## config.mk

```make
export PLATFORM = sky130hd
export DESIGN_NAME = sensor_map_and_adaptive_smoothing
export DESIGN_NICKNAME = d
export VERILOG_FILES = /design/src/design/smas_pkg.sv /design/src/design/smas_div.sv /design/src/design/sensor_map_and_adaptive_smoothing.sv
export SDC_FILE = /design/constraint.sdc
export NUM_CORES = 1
export LEC_CHECK = 0
export BUFFER_PORTS_ARGS = -buffer_cell sky130_fd_sc_hd__buf_2
export CORE_MARGIN = 3
export CORE_UTILIZATION = 36
export CTS_CLUSTER_SIZE = 16
export DETAILED_ROUTE_END_ITERATION = 10
export GPL_ROUTABILITY_DRIVEN = 0
export GPL_TIMING_DRIVEN = 0
export HOLD_SLACK_MARGIN = 0.06
export SYNTH_ARGS = -nofsm -noshare
export SYNTH_HDL_FRONTEND = slang
export SYNTH_HIERARCHICAL = 1
export SYNTH_SLANG_ARGS = --single-unit
```

## constraint.sdc

```tcl
create_clock -name clk -period 25 [get_ports clk]
set_input_delay 3.75 -clock clk [delete_from_list [all_inputs] [get_ports clk]]
set_output_delay 3.75 -clock clk [all_outputs]
set_load 0.01 [all_outputs]
```

## src/design/smas_pkg.sv

```systemverilog
// ----------------------------------------------------------------------------
// smas_pkg
// Shared types and constants for the sensor map and smoothing block.
// ----------------------------------------------------------------------------
package smas_pkg;

  // field widths
  localparam int MV_W      = 13;
  localparam int LEVEL_W   = 10;
  localparam int CFG_IDX_W = 3;

  // divider operands: products below 2^23, quotient always below 1024
  localparam int NUM_W  = 23;
  localparam int DEN_W  = 13;
  localparam int QUOT_W = 10;
  localparam int CNT_W  = 4;

  // smoothing arithmetic
  localparam int SUM_W       = 14;
  localparam int SCALE_W     = 27;
  localparam int RECIP_SHIFT = 16;

  localparam logic [LEVEL_W-1:0] SOIL_FULL   = 10'd1000;
  localparam logic [LEVEL_W-1:0] JUMP_LIMIT  = 10'd500;
  // ceil(2^16 / 10); exact floor(x/10) for x below 16384
  localparam logic [12:0]        RECIP_TENTH = 13'd6554;

  // configuration register indexes
  localparam logic [CFG_IDX_W-1:0] CFG_SOIL_WET = 3'd0;
  localparam logic [CFG_IDX_W-1:0] CFG_SOIL_DRY = 3'd1;
  localparam logic [CFG_IDX_W-1:0] CFG_BAT_IN_LO = 3'd2;
  localparam logic [CFG_IDX_W-1:0] CFG_BAT_IN_HI = 3'd3;
  localparam logic [CFG_IDX_W-1:0] CFG_BAT_OUT_LO = 3'd4;
  localparam logic [CFG_IDX_W-1:0] CFG_BAT_OUT_HI = 3'd5;

  // divider request and response
  typedef struct packed {
    logic             start;
    logic [NUM_W-1:0] num;
    logic [DEN_W-1:0] den;
  } div_req_t;

  typedef struct packed {
    logic              done;
    logic [QUOT_W-1:0] quot;
  } div_rsp_t;

endpackage

```

## src/design/smas_div.sv

```systemverilog
// ----------------------------------------------------------------------------
// smas_div
// Shift-subtract divider, one quotient bit per cycle, for quotients that are
// known to fit in QUOT_W bits (num < 2^QUOT_W * den).
// ----------------------------------------------------------------------------
module smas_div
  import smas_pkg::*;
(
  input  logic     clk,
  input  logic     rst,
  input  div_req_t req,
  output div_rsp_t rsp
);

  logic [NUM_W-1:0]  rem;
  logic [NUM_W-1:0]  dsh;
  logic [QUOT_W-1:0] quot;
  logic [CNT_W-1:0]  cnt;
  logic              busy;
  logic              done;

  logic              ge;
  logic [NUM_W-1:0]  diff;

  // trial subtract of the shifted divisor
  always_comb begin
    ge   = rem >= dsh;
    diff = rem - dsh;
  end

  // control
  always_ff @(posedge clk) begin
    if (rst) begin
      busy <= 1'b0;
      done <= 1'b0;
      cnt  <= '0;
    end else begin
      done <= 1'b0;
      if (req.start) begin
        busy <= 1'b1;
        cnt  <= CNT_W'(QUOT_W - 1);
      end else if (busy) begin
        if (cnt == '0) begin
          busy <= 1'b0;
          done <= 1'b1;
        end
        cnt <= cnt - 1'b1;
      end
    end
  end

  // datapath
  always_ff @(posedge clk) begin
    if (req.start) begin
      rem <= req.num;
      dsh <= NUM_W'(req.den) << (QUOT_W - 1);
    end else if (busy) begin
      if (ge) begin
        rem <= diff;
      end
      quot <= {quot[QUOT_W-2:0], ge};
      dsh  <= dsh >> 1;
    end
  end

  assign rsp.done = done;
  assign rsp.quot = quot;

  a_start_busy: assert property (@(posedge clk) disable iff (rst)
    req.start |=> busy)
    else $error("divider did not go busy after start");

  a_last_step_done: assert property (@(posedge clk) disable iff (rst)
    (busy && !req.start && cnt == '0) |=> (done && !busy))
    else $error("divider missed its done pulse");

endmodule

```

## src/design/sensor_map_and_adaptive_smoothing.sv

```systemverilog
// ----------------------------------------------------------------------------
// sensor_map_and_adaptive_smoothing
// Each transaction carries a moisture and a battery reading in millivolts.
// Moisture is clamped to the wet..dry window and mapped inversely onto
// 0..1000 (1000 when the window is empty); battery is clamped and mapped
// onto the configured output range. Each mapped value is then smoothed as
// floor((a*new + (10-a)*old)/10) with a = 9 on a jump above 500, else 2.
// One transaction is processed at a time; from acceptance to a valid result
// it makes two passes through the shared shift-subtract divider (one
// quotient bit per cycle), each after a multiply set-up state, and four
// smoothing states. A battery reading at or outside its
// window bounds, or an empty moisture window, skips that divider pass.
// A finished result waits in the output register; s_tready rises once the
// block is back in idle.
// ----------------------------------------------------------------------------
module sensor_map_and_adaptive_smoothing
  import smas_pkg::*;
(
  input  logic                 clk,
  input  logic                 rst,
  // input stream
  input  logic                 s_tvalid,
  output logic                 s_tready,
  input  logic [31:0]          s_tdata,   // [12:0] soil_mv, [25:13] battery_mv
  // output stream
  output logic                 m_tvalid,
  input  logic                 m_tready,
  output logic [23:0]          m_tdata,   // [9:0] soil_level, [19:10] battery_level
  // configuration
  input  logic                 cfg_we,
  input  logic [CFG_IDX_W-1:0] cfg_index,
  input  logic [MV_W-1:0]      cfg_data
);

  typedef enum logic [9:0] {
    S_IDLE = 10'b0000000001,
    S_SMUL = 10'b0000000010,
    S_SDIV = 10'b0000000100,
    S_BMUL = 10'b0000001000,
    S_BDIV = 10'b0000010000,
    S_SUM0 = 10'b0000100000,
    S_RND0 = 10'b0001000000,
    S_SUM1 = 10'b0010000000,
    S_RND1 = 10'b0100000000,
    S_DONE = 10'b1000000000
  } state_t;

  state_t state, state_next;

  // configuration registers
  logic [MV_W-1:0]    soil_wet_limit;
  logic [MV_W-1:0]    soil_dry_limit;
  logic [MV_W-1:0]    battery_in_low;
  logic [MV_W-1:0]    battery_in_high;
  logic [LEVEL_W-1:0] battery_out_low;
  logic [LEVEL_W-1:0] battery_out_high;

  // item and working registers
  logic [MV_W-1:0]    soil_mv;
  logic [MV_W-1:0]    battery_mv;
  logic [LEVEL_W-1:0] soil_map;
  logic [LEVEL_W-1:0] battery_map;
  logic               bat_neg;
  logic [SUM_W-1:0]   sum;
  logic [LEVEL_W-1:0] soil_smoothed;
  logic [LEVEL_W-1:0] battery_smoothed;

  logic               accept;
  logic               out_load;

  logic               soil_empty;
  logic [MV_W-1:0]    soil_clamp;
  logic [MV_W-1:0]    soil_off;
  logic [NUM_W-1:0]   soil_prod;
  logic [DEN_W-1:0]   soil_den;

  logic               bat_lo_hit;
  logic               bat_hi_hit;
  logic               out_neg;
  logic [LEVEL_W-1:0] out_span;
  logic [MV_W-1:0]    bat_off;
  logic [NUM_W-1:0]   bat_prod;
  logic [DEN_W-1:0]   bat_den;
  logic [LEVEL_W-1:0] bat_div_level;

  logic               sm_sel;
  logic [LEVEL_W-1:0] sm_new;
  logic [LEVEL_W-1:0] sm_old;
  logic [LEVEL_W-1:0] sm_diff;
  logic               sm_fast;
  logic [SUM_W-1:0]   sm_sum;
  logic [SCALE_W-1:0] sm_scaled;
  logic [LEVEL_W-1:0] sm_result;

  div_req_t div_req;
  div_rsp_t div_rsp;

  assign s_tready = (state == S_IDLE);
  assign accept   = s_tvalid && s_tready;
  assign out_load = (state == S_DONE) && (!m_tvalid || m_tready);

  // moisture map operands
  always_comb begin
    soil_empty = soil_dry_limit <= soil_wet_limit;
    if (soil_mv < soil_wet_limit) begin
      soil_clamp = soil_wet_limit;
    end else if (soil_mv > soil_dry_limit) begin
      soil_clamp = soil_dry_limit;
    end else begin
      soil_clamp = soil_mv;
    end
    soil_off  = soil_clamp - soil_wet_limit;
    soil_prod = NUM_W'(soil_off) * NUM_W'(SOIL_FULL);
    soil_den  = soil_dry_limit - soil_wet_limit;
  end

  // battery map operands, magnitude and sign of the output span
  always_comb begin
    bat_lo_hit = battery_mv <= battery_in_low;
    bat_hi_hit = battery_mv >= battery_in_high;
    out_neg    = battery_out_high < battery_out_low;
    out_span   = out_neg ? (battery_out_low - battery_out_high)
                         : (battery_out_high - battery_out_low);
    bat_off    = battery_mv - battery_in_low;
    bat_prod   = NUM_W'(bat_off) * NUM_W'(out_span);
    bat_den    = battery_in_high - battery_in_low;
    // truncation toward zero: negate the magnitude quotient
    bat_div_level = bat_neg ? (battery_out_low - div_rsp.quot)
                            : (battery_out_low + div_rsp.quot);
  end

  // divider requests
  always_comb begin
    div_req.start = ((state == S_SMUL) && !soil_empty) ||
                    ((state == S_BMUL) && !bat_lo_hit && !bat_hi_hit);
    div_req.num   = (state == S_SMUL) ? soil_prod : bat_prod;
    div_req.den   = (state == S_SMUL) ? soil_den  : bat_den;
  end

  // smoothing: weighted sum, then divide by ten through a reciprocal
  always_comb begin
    sm_sel  = (state == S_SUM1) || (state == S_RND1);
    sm_new  = sm_sel ? battery_map      : soil_map;
    sm_old  = sm_sel ? battery_smoothed : soil_smoothed;
    sm_diff = (sm_new >= sm_old) ? (sm_new - sm_old) : (sm_old - sm_new);
    sm_fast = sm_diff > JUMP_LIMIT;
    if (sm_fast) begin
      sm_sum = (SUM_W'(sm_new) << 3) + SUM_W'(sm_new) + SUM_W'(sm_old);
    end else begin
      sm_sum = (SUM_W'(sm_new) << 1) + (SUM_W'(sm_old) << 3);
    end
    sm_scaled = SCALE_W'(sum) * SCALE_W'(RECIP_TENTH);
    sm_result = sm_scaled[RECIP_SHIFT +: LEVEL_W];
  end

  // sequencer
  always_comb begin
    state_next = state;
    unique case (state)
      S_IDLE: if (accept) state_next = S_SMUL;
      S_SMUL: state_next = soil_empty ? S_BMUL : S_SDIV;
      S_SDIV: if (div_rsp.done) state_next = S_BMUL;
      S_BMUL: state_next = (bat_lo_hit || bat_hi_hit) ? S_SUM0 : S_BDIV;
      S_BDIV: if (div_rsp.done) state_next = S_SUM0;
      S_SUM0: state_next = S_RND0;
      S_RND0: state_next = S_SUM1;
      S_SUM1: state_next = S_RND1;
      S_RND1: state_next = S_DONE;
      S_DONE: if (out_load) state_next = S_IDLE;
      default: state_next = S_IDLE;
    endcase
  end

  always_ff @(posedge clk) begin
    if (rst) begin
      state <= S_IDLE;
    end else begin
      state <= state_next;
    end
  end

  // configuration writes
  always_ff @(posedge clk) begin
    if (rst) begin
      soil_wet_limit   <= '0;
      soil_dry_limit   <= 13'd4095;
      battery_in_low   <= '0;
      battery_in_high  <= 13'd4095;
      battery_out_low  <= '0;
      battery_out_high <= 10'd100;
    end else if (cfg_we) begin
      unique case (cfg_index)
        CFG_SOIL_WET:   soil_wet_limit   <= cfg_data;
        CFG_SOIL_DRY:   soil_dry_limit   <= cfg_data;
        CFG_BAT_IN_LO:  battery_in_low   <= cfg_data;
        CFG_BAT_IN_HI:  battery_in_high  <= cfg_data;
        CFG_BAT_OUT_LO: battery_out_low  <= cfg_data[LEVEL_W-1:0];
        CFG_BAT_OUT_HI: battery_out_high <= cfg_data[LEVEL_W-1:0];
        default: ;
      endcase
    end
  end

  // smoothing state
  always_ff @(posedge clk) begin
    if (rst) begin
      soil_smoothed    <= '0;
      battery_smoothed <= '0;
    end else if (state == S_RND0) begin
      soil_smoothed <= sm_result;
    end else if (state == S_RND1) begin
      battery_smoothed <= sm_result;
    end
  end

  // working registers
  always_ff @(posedge clk) begin
    if (accept) begin
      soil_mv    <= s_tdata[MV_W-1:0];
      battery_mv <= s_tdata[2*MV_W-1:MV_W];
    end
    if (state == S_SMUL && soil_empty) begin
      soil_map <= SOIL_FULL;
    end else if (state == S_SDIV && div_rsp.done) begin
      soil_map <= SOIL_FULL - div_rsp.quot;
    end
    if (state == S_BMUL) begin
      bat_neg <= out_neg;
      if (bat_lo_hit) begin
        battery_map <= battery_out_low;
      end else if (bat_hi_hit) begin
        battery_map <= battery_out_high;
      end
    end else if (state == S_BDIV && div_rsp.done) begin
      battery_map <= bat_div_level;
    end
    if (state == S_SUM0 || state == S_SUM1) begin
      sum <= sm_sum;
    end
  end

  // output register
  always_ff @(posedge clk) begin
    if (rst) begin
      m_tvalid <= 1'b0;
    end else if (out_load) begin
      m_tvalid <= 1'b1;
    end else if (m_tready) begin
      m_tvalid <= 1'b0;
    end
  end

  always_ff @(posedge clk) begin
    if (out_load) begin
      m_tdata <= {4'b0, battery_smoothed, soil_smoothed};
    end
  end

  smas_div u_div (
    .clk (clk),
    .rst (rst),
    .req (div_req),
    .rsp (div_rsp)
  );

  a_accept_starts: assert property (@(posedge clk) disable iff (rst)
    accept |=> (state == S_SMUL))
    else $error("accepted transaction did not start the sequence");

  a_soil_quot_range: assert property (@(posedge clk) disable iff (rst)
    (state == S_SDIV && div_rsp.done) |-> (div_rsp.quot <= SOIL_FULL))
    else $error("moisture quotient above full scale");

  a_done_in_div_state: assert property (@(posedge clk) disable iff (rst)
    div_rsp.done |-> (state == S_SDIV || state == S_BDIV))
    else $error("divider result arrived outside a divide state");

endmodule

```

* Yosys cells after proc, flatten, opt, wreduce, memory -nomap -nowiden
Index checks and enable logic that the tools add are counted.
** Storage, ports and cells
- Output and inout port bits :: 26
- Register bits after elaboration :: 245
- Bits of input ports :: 53
- Logic and storage cells :: 146
** Cells by class
- Multiply operators :: 3
- $add $sub $neg :: 16
- Eq/ne operators :: 20
- Reductions and logical operators :: 36
- Mux-type cells :: 34
- $lt $le $gt $ge :: 9
- Bitwise operators :: 3
** Operators with widths (count)
- 10-bit 2-to-1 mux :: 13
- 10-bit case mux with 10 select lines :: 1
- 23-bit 2-to-1 mux :: 4
- 13-bit subtractor :: 4
- 10-bit subtractor :: 5
- 22-bit 2-to-1 mux :: 2
- 13-bit 2-to-1 mux :: 3
- 13-bit <= comparator :: 2
- 14-bit by 12-bit multiplier with 25-bit output, second input constant :: 1
- 23-bit by 22-bit greater-or-equal comparator with 1-bit output :: 1
- 13-bit by 10-bit multiplier with 23-bit output :: 1
- 23-bit by 22-bit subtractor with 23-bit output :: 1
- 13-bit by 7-bit multiplier with 20-bit output, second input constant :: 1
- 2-bit AND reduction :: 10
- 11-bit by 13-bit adder with 14-bit output :: 1
- 13-bit by 10-bit adder with 14-bit output :: 1
- 14-bit by 10-bit adder with 14-bit output :: 1
- 14-bit 2-to-1 mux :: 1
- 13-bit greater-or-equal comparator :: 1
- 13-bit greater-than comparator :: 1
- 13-bit < comparator :: 1
- 4-bit 2-to-1 mux :: 3
- 10-bit adder :: 1
- 10-bit by 1-bit equality test with 1-bit output, second input constant :: 1
- 32 further kinds :: 60

* Longest topological paths before layout
- Word-level depth :: 7
- Gate-level depth with buffers :: 39
- Gate-level depth less buffers :: 39

* Modules after synthesis
The synthesis kept the hierarchy.
** By module, submodules not included
- sensor_map_and_adaptive_smoothing :: times used 1, cells each 2581, sequential area each 4394.2 um2, area an instance 22801.9 um2
- smas_div :: times used 1, cells each 396, sequential area each 1681.6 um2, area an instance 3787.4 um2

* Worst setup path after synthesis
Ideal clock, no wire load.
- Path kind :: reg-to-reg
- Start point :: register battery_out_low[1]
- End point :: register u_div.rem[22] (data pin)
- Path slack :: 16949 ps
- Path buffers :: 2
- Data required time :: 24735 ps
- Library setup time :: 265 ps
- Clock period less this slack :: 8051 ps
- Cell stages (with the launch flop) :: 35
- Arrival time :: 7786 ps
- Path through :: dfxtp_1 -> inv_1 -> fa_1 -> a21o_1 -> a21oi_2 -> o22ai_1 -> o41a_1 -> buf_6 -> a211oi_1 -> a211oi_1 -> o21a_1 -> or2_1 -> buf_6 -> and2_1 -> fa_1 -> inv_1 -> fa_1 -> fa_1 -> inv_1 -> fa_1 -> inv_1 -> fa_1 -> inv_1 -> ha_1 -> and4_1 -> nand2_1 -> nor2_1 -> nand3_1 -> and3_1 -> a21oi_1 -> a31oi_1 -> xnor2_1 -> a21oi_1 -> a221oi_1 -> nand3_1
** RTL lines
- from (decl) :: line sensor_map_and_adaptive_smoothing.sv:55 : logic [LEVEL_W-1:0] battery_out_low;
- from (signal assigned) :: line sensor_map_and_adaptive_smoothing.sv:197 : CFG_BAT_OUT_LO: battery_out_low <= cfg_data[LEVEL_W-1:0];
- to (signal assigned) :: line smas_div.sv:55 : rem <= req.num;
- to (signal assigned) :: line smas_div.sv:59 : rem <= diff;
- to (decl) :: line smas_div.sv:15 : logic [NUM_W-1:0] rem;

==> flow_metrics.py <==
metrics = {
    "run_status": {
        "status": "finished, final reports clean",
    },
    "timing": {
        "final-setup-viol-count": 0,
        "tightest_slew_ns": 1.28,
        "rsz0062_at_grt": "false",
        "fin_crit_ns": 9.46,
        "maxSlewViolCount": 0,
        "setup_tns_ns": 0,
        "slew_headroom_pct": 12.3,
        "period_share_pct": 37.8,
        "fmax_ghz": 0.106,
        "finalHoldViolations": 0,
        "clock_skew_ns": 0.0148,
    },
    "worst_setup_path": {
        "worst_ep_required_time_ns": 25.30,
        "critical_path_arrival_ns": 9.76,
        "cpMostUsedCell": "fa_1",
        "cp-end-kind": "flop",
        "crit_slowest_cell": "mux2i_1",
        "critPathKind": "flop to flop",
        "start_kind": "flop",
        "path_max_fanout": 10,
        "slowest_delay_ns": 0.69,
    },
    "floorplan": {
        "rows": 99,
        "die_x_um": 278,
        "die-area_um2": 77200,
        "core_um2": 73100,
        "start_util_pct": 36.4,
        "die_h_um": 278,
        "io_pins": 79,
    },
    "drt": {
        "wl_mm": 72.5,
        "final_antenna_net_count": 0,
        "dr.pass1.iters": 5,
        "drt-met1-wl_mm": 34.2,
        "first_iter_violations": 1239,
        "met2_length_mm": 32.9,
        "wl_met3_mm": 3.05,
        "vias": 21000,
        "drc": 0,
        "top_layer_used": "met4",
        "avgRoutedWirePerCell_um": 17.8,
        "via_per_inst": 5.15,
    },
    "global_route": {
        "overflow": 0,
        "grt_pass1_wl_mm": 114,
        "grt_max_degree": 27,
        "grt_antenna_before_repair": 1,
        "grt_usage_pct": 18.6,
        "grt_pass1_vias": 20600,
    },
    "worst_hold_path": {
        "hold_path.class": "flop to flop",
    },
    "logic_synthesis": {
        "synth_commonest_cells": "inv_1 (409), ha_1 (369), nand2_1 (344)",
        "synth_warnings": 6,
        "synth_top_area_share_pct": 17.4,
        "synthDistinctLibCells": 96,
        "yosys-top-cells-area": "ha_1 (17%), fa_1 (14%), edfxtp_1 (13%), dfxtp_1 (9.6%), inv_1 (5.8%)",
        "synth-edff-count": 117,
        "synth_area_um2": 26600,
        "synth.most_common_cell": "inv_1",
        "synthFlopType": "dfxtp_1",
        "yosysTopAreaCell": "ha_1",
        "synthArstFlopShare_pct": 0,
        "syn_inst": 2977,
        "ys_ff_latch": 245,
        "syn_avg_cell_area_um2": 8.93,
        "yosysSeqAreaShare_pct": 22.9,
    },
    "cells_and_area": {
        "syn_to_final_growth_pct": 10.0,
        "fillers": 7437,
        "final_net_count": 3694,
        "layout.cells.non_filler": 4072,
        "layout-drive-gt1-share_pct": 6.17,
    },
    "placement": {
        "port_buffers": 68,
        "hpwl_mm": 59.0,
        "dp_cells": 4009,
    },
    "cts": {
        "clkTransAtPathRegs_ns": 0.06,
        "numCtsBuffers": 34,
        "cts_tree": "done",
        "cts_setup_buffers": 0,
        "ctsHoldBuffers": 0,
        "root_buffer": "clkbuf_16",
        "htree_levels": 2,
        "cts.sinks": 245,
        "cts.path.max_buffers": 3,
        "clk_latency_ns": 0.56,
        "cts_resized": 0,
    },
    "flow_run": {
        "maxCapViolations": 0,
    },
}
[layout by cell type (no fill, tap or decap), types with 7 or more instances in the layout]
master	synthesis	final
a21o_1	58	58
and2_1	35	35
a211oi_1	14	14
nor3b_1	10	10
a21oi_1	189	189
fa_1	186	186
and3_1	19	19
xnor2_1	109	109
nand3_1	40	40
clkbuf_1	55	59
ha_1	369	369
mux2_2	11	11
nand3b_1	7	7
nand2b_1	41	41
o31ai_1	9	9
xor2_1	64	64
clkbuf_16	0	35
buf_6	7	7
o21ai_1	6	7
o21ai_0	137	136
nand4_1	23	23
buf_4	8	8
or3_1	22	22
clkinv_2	0	7
nor2b_1	41	39
dfxtp_1	128	128
a21boi_0	10	10
o211ai_1	41	41
o21a_1	20	20
mux2i_1	90	90
a31oi_1	18	18
nor2_1	153	151
edfxtp_1	117	117
buf_2	8	76
o21bai_1	16	16
inv_1	409	409
nand2_1	344	344
nor3_1	38	38
[stage by stage]
stage | util (%) | cell area [µm²] | setup slack, ns | hold slack [ns]
3_5_place_dp | 38.6 | 28200 | 15.52 | 0.447
6_report | 40.0 | 29300 | 15.54 | 0.452
3_3_place_gp | 38.5 | 28100 | 15.54 | 0.443
2_1_floorplan | - | 26600 | 16.95 | 0.422
5_1_grt | 40.0 | 29200 | 14.93 | 0.471
4_1_cts | 40.0 | 29200 | 15.47 | 0.454
[worst max-delay path: cells and delay by family, from the launching register on]
kind            cells  cell delay (ns)
flops               1             0.48
xor+xnor            1             0.31
mux                 2             1.03
buf+inv             5             0.42
compound gates      9             2.08
simple gates        8             1.44
fa+ha+maj           7             3.43
[cells by family after synthesis]
family	share of synthesized area, %
and+or+nand+nor	14.3
other	0.0141
xor gates and xnor gates	5.70
AOI/OAI and AO/OA	14.3
DFF	22.9
muxes	4.08
buffers and inverters	7.33
adders and majority gates	31.4
[state kept, by name (all words and copies together) (netlist names), 4 cells and up]
signal,count
battery_in_high,13
battery_in_low,13
battery_map,10
battery_mv,13
battery_out_high,10
battery_out_low,10
battery_smoothed,10
m_tdata,20
soil_dry_limit,13
soil_map,10
soil_mv,13
soil_smoothed,10
soil_wet_limit,13
state,10
sum,14
u_div/cnt,4
u_div/dsh,22
u_div/quot,10
u_div/rem,23
[cell type report]
class | count | area (µm²) | area share, %
well taps | 959 | 1200 | 4.10
multi-input cells | 2244 | 18600 | 63.6
inverters | 409 | 1540 | 5.25
diodes | 1 | 2.50 | 0.00856
plain buffers | 82 | 413 | 1.41
flip-flops and latches | 245 | 6080 | 20.8
clock inverters | 22 | 145 | 0.496
repair buffers | 70 | 383 | 1.31
clock buffers | 40 | 905 | 3.09
[routing by layer]
layer / track usage, % / up-vias
met5: 0 / -
met4: 6.01 / 0
met3: 1.89 / 109
met2: 30.4 / 468
met1: 25.7 / 10000
li1: - / 10400
[final timing paths]
path | to | cells after the start | slack [ns] | start
max | u_div/rem[22] | 32 | 15.54 | battery_out_low[1]
min | battery_in_low[6] | 2 | 0.45 | battery_in_low[6]
max reg2reg | u_div/rem[22] | 32 | 15.54 | battery_out_low[1]
min reg2reg | battery_in_low[6] | 2 | 0.45 | battery_in_low[6]
Power is left out: the tool's default activity adds up to more than one toggle a clock period on the data nets, which glitch-free logic cannot reach.
